===== src/rtl/mbp_pkg.sv =====
`default_nettype none

package mbp_pkg;

   // Fixed field widths.
   localparam int LenBits   = 5;
   localparam int ValueBits = 20;
   localparam int ByteBits  = 8;
   localparam int CountBits = 24;
   localparam int AccBits   = 32;
   localparam int PosBits   = 6;

   // Fewest free bits that must be available before a code is placed.
   localparam int FillThreshold = 23;

   // Saturation value of the byte counter and reset value of the limit.
   localparam logic [CountBits-1:0] CountMax = {CountBits{1'b1}};

   // Free bit position of an empty accumulator.
   localparam logic [PosBits-1:0] PosEmpty = PosBits'(AccBits);

   // Free bit position gained by emitting one byte.
   localparam logic [PosBits-1:0] PosByte = PosBits'(ByteBits);

   // One input item.
   typedef struct packed {
      logic [LenBits-1:0]   code_length;
      logic [ValueBits-1:0] code_value;
      logic                 flush;
   } req_type;

   // One result item.
   typedef struct packed {
      logic [ByteBits-1:0] out_byte;
      logic                last_of_run;
      logic                overflow;
      logic                range_error;
   } rsp_type;

   // Commands from the controller to the datapath.
   typedef struct packed {
      logic capture;
      logic emit;
      logic finish;
   } mbp_cmd_type;

   // Status from the datapath to the controller.
   typedef struct packed {
      logic more;
      logic out_free;
   } mbp_status_type;

endpackage

`default_nettype wire


===== src/rtl/mbp_ctrl.sv =====
`default_nettype none

module mbp_ctrl (
   input  wire                     clock,
   input  wire                     reset,
   input  wire                     req_valid,
   output logic                    req_stall,
   input  mbp_pkg::mbp_status_type status,
   output mbp_pkg::mbp_cmd_type    cmd
);

   import mbp_pkg::*;

   typedef enum logic {
      ST_IDLE,
      ST_RUN
   } state_type;

   state_type state_ff, state_in;
   logic      stall_ff, stall_in;

   assign req_stall = stall_ff;

   // Sequence one item: capture, emit bytes while required, then place or flush.
   always_comb begin
      state_in    = state_ff;
      stall_in    = stall_ff;
      cmd         = '0;
      unique case (state_ff)
         ST_IDLE: begin
            if (req_valid && !stall_ff) begin
               cmd.capture = 1'b1;
               stall_in    = 1'b1;
               state_in    = ST_RUN;
            end
         end
         ST_RUN: begin
            if (status.more) begin
               cmd.emit = status.out_free;
            end else begin
               cmd.finish = 1'b1;
               stall_in   = 1'b0;
               state_in   = ST_IDLE;
            end
         end
         default: begin
            state_in = ST_IDLE;
            stall_in = 1'b0;
         end
      endcase
   end

   // State and registered stall.
   always_ff @(posedge clock) begin
      if (reset) begin
         state_ff <= ST_IDLE;
         stall_ff <= 1'b0;
      end else begin
         state_ff <= state_in;
         stall_ff <= stall_in;
      end
   end

endmodule

`default_nettype wire


===== src/rtl/mbp_datapath.sv =====
`default_nettype none

module mbp_datapath #(
   parameter int MAX_CODE_BITS = 20
) (
   input  wire                             clock,
   input  wire                             reset,
   input  mbp_pkg::req_type                req_payload,
   input  wire                             csr_valid,
   input  wire                             csr_ready,
   input  wire [mbp_pkg::CountBits-1:0]    csr_wdata,
   output logic                            rsp_valid,
   input  wire                             rsp_stall,
   output mbp_pkg::rsp_type                rsp_payload,
   input  mbp_pkg::mbp_cmd_type            cmd,
   output mbp_pkg::mbp_status_type         status
);

   import mbp_pkg::*;

   localparam logic [LenBits-1:0] MaxLen = LenBits'(MAX_CODE_BITS);
   localparam logic [PosBits-1:0] Thresh =
      PosBits'((MAX_CODE_BITS > FillThreshold) ? MAX_CODE_BITS : FillThreshold);

   logic [AccBits-1:0]   acc_ff, acc_in;
   logic [PosBits-1:0]   pos_ff, pos_in;
   logic [CountBits-1:0] count_ff, count_in;
   logic                 err_ff, err_in;
   logic [CountBits-1:0] limit_ff;
   req_type              item_ff;
   rsp_type              rsp_ff, rsp_in;
   logic                 rsp_valid_ff, rsp_valid_in;

   logic [PosBits-1:0]   pos_step;
   logic [CountBits-1:0] count_step;
   logic [LenBits-1:0]   len_clamped;
   logic [AccBits-1:0]   value_wide;
   logic [AccBits-1:0]   value_mask;
   logic [PosBits-1:0]   pos_placed;
   logic                 bad_len;
   logic                 bad_value;

   // Emit conditions on the current and the post-byte free position.
   assign pos_step        = pos_ff + PosByte;
   assign status.more     = item_ff.flush ? (pos_ff < PosEmpty) : (pos_ff < Thresh);
   assign status.out_free = !rsp_valid_ff || !rsp_stall;

   // Saturating byte count including the byte being emitted.
   assign count_step = (count_ff == CountMax) ? count_ff : count_ff + 1'b1;

   // Code checks and alignment for placement.
   assign bad_len     = item_ff.code_length > MaxLen;
   assign bad_value   = (item_ff.code_value >> item_ff.code_length) != '0;
   assign len_clamped = bad_len ? MaxLen : item_ff.code_length;
   assign value_mask  = ~({AccBits{1'b1}} << len_clamped);
   assign value_wide  = AccBits'(item_ff.code_value) & value_mask;
   assign pos_placed  = pos_ff - PosBits'(len_clamped);

   // Next state of the accumulator, counters and result register.
   always_comb begin
      acc_in       = acc_ff;
      pos_in       = pos_ff;
      count_in     = count_ff;
      err_in       = err_ff;
      rsp_in       = rsp_ff;
      rsp_valid_in = rsp_valid_ff && rsp_stall;
      if (cmd.emit) begin
         rsp_in.out_byte    = acc_ff[AccBits-1 -: ByteBits];
         rsp_in.last_of_run = item_ff.flush ? (pos_step >= PosEmpty) : (pos_step >= Thresh);
         rsp_in.overflow    = count_step > limit_ff;
         rsp_in.range_error = err_ff;
         rsp_valid_in       = 1'b1;
         acc_in             = acc_ff << ByteBits;
         pos_in             = pos_step;
         count_in           = count_step;
      end else if (cmd.finish) begin
         if (item_ff.flush) begin
            acc_in = '0;
            pos_in = PosEmpty;
         end else begin
            err_in = err_ff | bad_len | bad_value;
            if (len_clamped != '0) begin
               pos_in = pos_placed;
               acc_in = acc_ff | (value_wide << pos_placed[PosBits-2:0]);
            end
         end
      end
   end

   // Stream state and output valid.
   always_ff @(posedge clock) begin
      if (reset) begin
         acc_ff       <= '0;
         pos_ff       <= PosEmpty;
         count_ff     <= '0;
         err_ff       <= 1'b0;
         limit_ff     <= CountMax;
         rsp_valid_ff <= 1'b0;
      end else begin
         acc_ff       <= acc_in;
         pos_ff       <= pos_in;
         count_ff     <= count_in;
         err_ff       <= err_in;
         rsp_valid_ff <= rsp_valid_in;
         if (csr_valid && csr_ready) begin
            limit_ff <= csr_wdata;
         end
      end
   end

   // Captured item and result payload.
   always_ff @(posedge clock) begin
      if (cmd.capture) begin
         item_ff <= req_payload;
      end
      rsp_ff <= rsp_in;
   end

   assign rsp_valid   = rsp_valid_ff;
   assign rsp_payload = rsp_ff;

endmodule

`default_nettype wire


===== src/rtl/msb_first_bit_packer_unit.sv =====
// MSB-first bit packer.
// Input channel (req_valid, req_stall, req_payload): one code of up to
// MAX_CODE_BITS bits, or a flush. Result channel (rsp_valid, rsp_stall,
// rsp_payload): packed bytes, one per transfer, with last_of_run marking the
// final byte an item causes. An item that causes no byte gives no transfer.
// Configuration channel (csr_valid, csr_ready, csr_wdata): the byte limit
// beyond which overflow is flagged; csr_ready is always high, and the limit
// should be written only while no item is in progress.
// Sequence: an item (0 to 3 bytes, up to 4 on flush) is captured, its bytes
// are emitted one per cycle through the single result register while the
// receiver does not stall, then its code is placed or the flush done. The
// first byte is registered into the result register by the run state.
// Reset (synchronous): accumulator empty, byte count and sticky error clear,
// limit set to its maximum. A stalled receiver holds the result register
// and pauses byte emission; the input stays stalled until the item is done.
`default_nettype none

module msb_first_bit_packer_unit #(
   parameter int MAX_CODE_BITS = 20
) (
   input  wire                          clock,
   input  wire                          reset,
   input  wire                          req_valid,
   output logic                         req_stall,
   input  mbp_pkg::req_type             req_payload,
   output logic                         rsp_valid,
   input  wire                          rsp_stall,
   output mbp_pkg::rsp_type             rsp_payload,
   input  wire                          csr_valid,
   output logic                         csr_ready,
   input  wire [mbp_pkg::CountBits-1:0] csr_wdata
);

   import mbp_pkg::*;

   mbp_cmd_type    cmd;
   mbp_status_type status;

   assign csr_ready = 1'b1;

   // Sequencer.
   mbp_ctrl u_ctrl (
      .clock     (clock),
      .reset     (reset),
      .req_valid (req_valid),
      .req_stall (req_stall),
      .status    (status),
      .cmd       (cmd)
   );

   // Accumulator, counters and result register.
   mbp_datapath #(
      .MAX_CODE_BITS (MAX_CODE_BITS)
   ) u_datapath (
      .clock       (clock),
      .reset       (reset),
      .req_payload (req_payload),
      .csr_valid   (csr_valid),
      .csr_ready   (csr_ready),
      .csr_wdata   (csr_wdata),
      .rsp_valid   (rsp_valid),
      .rsp_stall   (rsp_stall),
      .rsp_payload (rsp_payload),
      .cmd         (cmd),
      .status      (status)
   );

   // An accepted item keeps the input stalled in the next cycle.
   a_busy_after_accept: assert property (@(posedge clock) disable iff (reset)
      (req_valid && !req_stall) |=> req_stall)
      else $error("input not stalled after item transfer");

   // No result is pending right after reset.
   a_reset_clears_valid: assert property (@(posedge clock)
      reset |=> !rsp_valid)
      else $error("result valid after reset");

   // With no result pending, no byte is presented in the cycle right after an item transfer.
   a_no_early_byte: assert property (@(posedge clock) disable iff (reset)
      (req_valid && !req_stall && !rsp_valid) |=> !rsp_valid)
      else $error("byte presented too early");

endmodule

`default_nettype wire

===== config.mk =====
export PLATFORM = sky130hd
export DESIGN_NAME = msb_first_bit_packer_unit
export DESIGN_NICKNAME = d
export VERILOG_FILES = /design/src/rtl/mbp_pkg.sv /design/src/rtl/mbp_ctrl.sv /design/src/rtl/mbp_datapath.sv /design/src/rtl/msb_first_bit_packer_unit.sv
export SDC_FILE = /design/constraint.sdc
export NUM_CORES = 1
export LEC_CHECK = 0
export BUFFER_PORTS_ARGS = -buffer_cell sky130_fd_sc_hd__buf_2
export CORE_AREA = 3 3 115 117
export CTS_BUF_LIST = sky130_fd_sc_hd__clkbuf_8
export CTS_CLUSTER_DIAMETER = 60
export DETAILED_ROUTE_END_ITERATION = 7
export DIE_AREA = 0 0 118 120
export PLACE_DENSITY = 0.84
export SLEW_MARGIN = 20
export SYNTH_ARGS = -nofsm -noshare
export SYNTH_HDL_FRONTEND = slang
export SYNTH_HIERARCHICAL = 1
export SYNTH_SLANG_ARGS = --single-unit

===== constraint.sdc =====
create_clock -name clock -period 6.4 [get_ports clock]
set_input_delay 0.64 -clock clock [delete_from_list [all_inputs] [get_ports clock]]
set_output_delay 0.64 -clock clock [all_outputs]
set_load 0.05 [all_outputs]

# After elaboration in Yosys (flattened, before gate mapping)

Index checks and enable logic that the tools add are counted.

Output and inout port bits: 14
Latch bits: 0
ROM bits: 0
Flip-flop bits (word level): 127
Memory bits (writable): 0
Input bits: 55
Memories kept: 0

Order comparisons: 6
Multipliers: 0
Bitwise logic cells: 8
Add/subtract/negate cells: 3
Reductions and logical operators: 16
Div/mod/pow operators: 0
Mux-type cells: 23
Shift operators: 3
Equal/unequal tests: 3

Operators with widths:

| kind                                                                                | number |
|---|---|
| 32-bit 2-to-1 mux                                                                   | 4 |
| 20-bit by 32-bit AND with 32-bit output                                             | 1 |
| 32-bit inverter                                                                     | 1 |
| 32-bit bitwise OR                                                                   | 1 |
| 32-bit by 5-bit left shift with 32-bit output                                       | 1 |
| 32-bit by 5-bit left shift with 32-bit output, first input constant                 | 1 |
| 24-bit by 1-bit adder with 24-bit output, second input constant                     | 1 |
| 24-bit == test, second input constant                                               | 1 |
| 24-bit greater-than comparator                                                      | 1 |
| 24-bit 2-to-1 mux                                                                   | 1 |
| 6-bit 2-to-1 mux                                                                    | 4 |
| 20-bit nonzero test                                                                 | 1 |
| 20-bit by 5-bit >> shifter with 20-bit output                                       | 1 |
| 1-bit 2-to-1 mux                                                                    | 10 |
| 6-bit by 4-bit adder with 6-bit output, second input constant                       | 1 |
| 6-bit by 5-bit greater-or-equal comparator with 1-bit output, second input constant | 1 |
| 6-bit greater-or-equal comparator, second input constant                            | 1 |
| 6-bit by 5-bit less-than comparator with 1-bit output, second input constant        | 1 |
| 6-bit less-than comparator, second input constant                                   | 1 |
| 2-bit AND reduction                                                                 | 3 |
| 6-bit by 5-bit subtractor with 6-bit output                                         | 1 |
| 5-bit greater-than comparator, second input constant                                | 1 |
| 5-bit 2-to-1 mux                                                                    | 1 |
| 5-bit nonzero test                                                                  | 1 |
| other kinds (13)                                                                    | 21 |

# Logic depth before layout (Yosys ltp)

Word-level depth: 11
Mapped depth: 16
Gate-level depth less buffers: 14

# Cells and area by module

Netlist, hierarchy kept.

Modules (own cells, without submodules):

| module                    | area an instance (µm²) | seq. area each (µm²) | cells each | times used |
|---|---|---|---|---|
| mbp_datapath              | 7792.5                 | 2872.8               | 875        | 1 |
| mbp_ctrl                  | 105.1                  | 40.0                 | 10         | 1 |
| msb_first_bit_packer_unit | 11.3                   | 0.0                  | 2          | 1 |

# Worst setup path before layout

No wires, ideal clock.

Kind: reg2reg
From: register u_datapath.count_ff[4]
To: register u_datapath.rsp_ff (netlist bit u_datapath/rsp_payload[1]), data pin
Data required time: 6133 ps
Path slack: 2822 ps
Arrival time: 3311 ps
Path buffers: 2
Cell stages (with the launch flop): 17
Cell sequence: dfxtp_1 buf_2 and4_1 and3_1 and4_1 buf_2 nor3_1 and3_1 xor2_1 ha_1 a21o_1 a21o_1 a21o_1 a21oi_1 o21ai_0 a2111oi_0 o2bb2ai_1

Longest elaborated chain between the ends: 3

Ends and longest elaborated chain:

| what                                                                       | RTL line            | text |
|---|---|---|
| start, declared                                                            | mbp_datapath.sv:27  | `logic [CountBits-1:0] count_ff, count_in;` |
| start signal, assigned                                                     | mbp_datapath.sv:102 | `count_ff <= count_in;` |
| 24-bit by 1-bit adder with 24-bit output or 24-bit == test (tied branches) | mbp_datapath.sv:49  | `assign count_step = (count_ff == CountMax) ? count_ff : count_ff + 1'b1;` |
| 24-bit 2-to-1 mux (*)                                                      | mbp_datapath.sv:49  |  |
| named net u_datapath.count_step[9]                                         | mbp_datapath.sv:35  | `logic [CountBits-1:0] count_step;` |
| 24-bit greater-than comparator (*)                                         | mbp_datapath.sv:70  | `rsp_in.overflow = count_step > limit_ff;` |
| end signal, assigned                                                       | mbp_datapath.sv:116 | `rsp_ff <= rsp_in;` |
| end, declared                                                              | mbp_datapath.sv:31  | `rsp_type rsp_ff, rsp_in;` |

The timed path passes the listed nets; every way through them passes the cells marked *.
A chain may end at the register's enable or synchronous reset.

# Worst setup path after layout

From: register u_datapath.count_ff[5]
To: register u_datapath.rsp_ff (netlist bit u_datapath/rsp_payload[1]), data pin

Same word-level chain as after synthesis.

==> metrics <==
internal power 1360 µW; Worst Path Max Fanout 10; outcome completed; final total negative setup slack 0 ns; area growth from synthesis to layout 9.73%; largest net degree at the start of global routing 88; distinct cell type count of the synthesized netlist 79; Vias per Instance 6.23; adder-cell share of the synthesized area 5.00%; max cap viols 0; core box area 12500 µm²; syn avg cell area 8.92 µm²; number of inserted diodes 0; ratio of total power to cell area 230 nW/µm²; area share of and/or/nand/nor cells after synthesis 18.5%; Starting Density 63.4%; Worst-Margin Slew 1.13 ns; CTS Buffer Depth 2; Seq pwr share 45.0%; die outline height 120 µm; Critical Path Max Stage Delay 0.61 ns; Hold Crit Start req_payload[13]; worst supply voltage drop on vdd 193 µV; HPWL after DPL 12.8 mm; cts hold-fix bufs 0; ANT nets after route 0; overall routed net length 18.2 mm; Hold Vio Cnt, Final 0; number of synthesized register bits 127; RSZ-0062 raised after global routing false; overall power consumption 2000 µW; Hold Crit Class in2reg; main combinational cell family by area after synthesis compound AO/OA/AOI/OAI gates; proportion of register bits with asynchronous set or reset after synthesis 0%; Rows 41; # resized after CTS 0; Fmax achieved 239 MHz; wire length of the first global-routing pass 30.7 mm; number of cells produced by synthesis 887; via count 6941; Final Net Count 1015; Post-Route Skew 0.0158 ns; most frequently used flop master after synthesis sky130_fd_sc_hd__dfxtp_1; endpoint kind of the worst setup timing path flip-flop; filler cell count 1010; main area contributors after synthesis sky130_fd_sc_hd__dfxtp_1, sky130_fd_sc_hd__edfxtp_1, sky130_fd_sc_hd__ha_1; DRC violation count after routing 0; Post-synth EDFFs 37; Slew Viols, Final 0; xor-xnor portion of the synthesized cell area 5.32%; number of global-route vias before repair 6266; gr ovfl total 0; io pins 69; initial DRC count 687; DIE WIDTH 118 µm; cell with the largest stage delay on the worst path sky130_fd_sc_hd__nor3_1; CTS tree done; origin of the worst setup path u_datapath/count_ff[5]; switching power total 638 µW; area leader, netlist sky130_fd_sc_hd__dfxtp_1; final worst path period share 65.4%; Final min period 4.19 ns; Worst Path Required 6.57 ns; clock network fraction of total power 32.4%; antenna violations before repair 0; buffer count from post-CTS setup fixing 0; total die area 14200 µm²; post-synthesis compound-gate area fraction 23.4%; root cell of the clock tree sky130_fd_sc_hd__clkbuf_8; library cell appearing most often on the critical path sky130_fd_sc_hd__a21o_1; sequential element share of the synthesized area 36.8%; multiplexer share of the synthesized area 5.57%; Overall Global Routing Usage 26.2%; area fraction of the dominant cell type after synthesis 22.8%; Clock Sink Count 127; post-DR wirelength/cell 16.3 µm; layout cells sized above 1 15.1%; Yosys warnings 6; switching portion of total power 32.0%; combinational group share of total power 22.6%; setup violators final 0; Syn Std Cell Area 7910 µm²; CTS H-tree depth 4; signal arrival time at the worst endpoint 4.36 ns; IO buf count 67; total buffers and inverters traversed by the critical path 0; sequence of cells on the critical path and4_1 > and3_1 > and4_1 > nor3_1 > and3_1 > xor2_1 > ha_1 > a21o_1 > a21o_1 > a21o_1 > a21oi_1 > o21ai_0 > a2111oi_0 > o2bb2ai_1; Largest delay share family, worst path simple AND/OR/NAND/NOR gates; element type at the critical path start flip-flop; TritonRoute pass-1 iters 6; static power due to leakage 0.00370 µW; Slew Limit Headroom 24.1%; clock-pin slew reported for the worst setup and hold paths after clock tree synthesis 0.08 ns; FF-to-FF Start u_datapath/count_ff[5]; startpoint-to-endpoint class of the critical path reg2reg; number of buffers created by CTS 17; placer congestion estimate 0.945; worst-skew pair later-pin latency 0.44 ns
## path summary, 6_finish.rpt
kind              slack, ns                   endpoint  cells past startpoint
setup / recovery       2.21  u_datapath/rsp_payload[1]                     14
setup reg to reg       2.21  u_datapath/rsp_payload[1]                     14
hold / removal         0.37     u_datapath/item_ff[13]                      1
hold reg to reg        0.44  u_datapath/rsp_payload[7]                      0
## per-layer routing
layer | vias up | part of all wire, % | track usage, %
met3 | 22 | 8.0 | 5.37
met5 | - | 0 | 0
met2 | 308 | 44 | 38.3
li1 | 3388 | - | -
met1 | 3223 | 47 | 38.8
met4 | 0 | 1.3 | 8.50
## cells in the final DEF (no fill, tap or decap), drive strengths merged, types with 19 or more instances in the layout
cell type and count:
inv 42, nor2 73, mux2i 29, xor2 32, a22oi 23, nand2 50, a21oi 47, a211o 27
dfxtp 90, ha 30, buf 78, nand3 27, edfxtp 37, o21ai 46, clkbuf 19, and3 40
## cell type report
cell class | count | area, µm² | share of cell area [%]
inverter | 37 | 139 | 1.60
tap | 172 | 215 | 2.48
clock inverter | 13 | 110 | 1.27
timing repair buffer | 78 | 418 | 4.82
clock buffer | 19 | 262 | 3.01
sequential | 127 | 2910 | 33.6
multi-input combinational | 668 | 4620 | 53.3
## sequential cells by signal, summed over array words and instances, names as in the netlist
name / cells
u_datapath/item_ff: 26
u_datapath/acc_ff: 32
u_datapath/err_ff: 1
u_ctrl/req_stall: 1
u_ctrl/state_ff: 1
u_datapath/rsp_valid: 1
u_datapath/limit_ff: 24
u_datapath/rsp_payload: 11
u_datapath/count_ff: 24
u_datapath/pos_ff: 6
## synthesized netlist by cell type, types with 9 or more instances
master / number
sky130_fd_sc_hd__dfxtp_1: 90
sky130_fd_sc_hd__nor2_1: 73
sky130_fd_sc_hd__nand2_1: 50
sky130_fd_sc_hd__a21oi_1: 47
sky130_fd_sc_hd__o21ai_0: 44
sky130_fd_sc_hd__clkbuf_1: 40
sky130_fd_sc_hd__and3_1: 39
sky130_fd_sc_hd__edfxtp_1: 37
sky130_fd_sc_hd__inv_1: 36
sky130_fd_sc_hd__xor2_1: 32
sky130_fd_sc_hd__ha_1: 30
sky130_fd_sc_hd__mux2i_1: 29
sky130_fd_sc_hd__a211o_1: 27
sky130_fd_sc_hd__nand3_1: 27
sky130_fd_sc_hd__a22oi_1: 23
sky130_fd_sc_hd__xnor2_1: 16
sky130_fd_sc_hd__nand4_1: 15
sky130_fd_sc_hd__buf_2: 13
sky130_fd_sc_hd__nor3_1: 13
sky130_fd_sc_hd__a21o_1: 12
sky130_fd_sc_hd__nor2b_1: 12
sky130_fd_sc_hd__o211ai_1: 12
sky130_fd_sc_hd__mux2_2: 10
sky130_fd_sc_hd__o22ai_1: 9
## kinds of logic after synthesis
| logic type | Yosys count |
|---|---|
| AOI/OAI and AO/OA | 259 |
| xor gates and xnor gates | 48 |
| adders and majority gates | 31 |
| buffers and inverters | 99 |
| DFF | 127 |
| muxes | 41 |
| other | 1 |
| and+or+nand+nor | 281 |
## power groups by stage
stage	logic, µW	registers (µW)	clock network (µW)
floorplan	339	903	0
global placement	431	915	0
detailed placement	435	916	0
CTS	438	898	663
global route	496	904	698
finish	451	899	647
## through the flow
step	utilization (%)	std cells	hold slack (ns)	setup WS, ns	instance area, µm²
final	69.6	1114	0.367	2.21	8680
after global routing	69.6	1114	0.341	1.95	8680
after CTS	69.6	1114	0.339	2.31	8680
after detailed placement	66.6	1082	0.419	2.35	8310
after global placement	66.6	1082	0.416	2.44	8310
after floorplan	-	894	0.409	2.82	7940
Power figures use the tool's default switching activity.
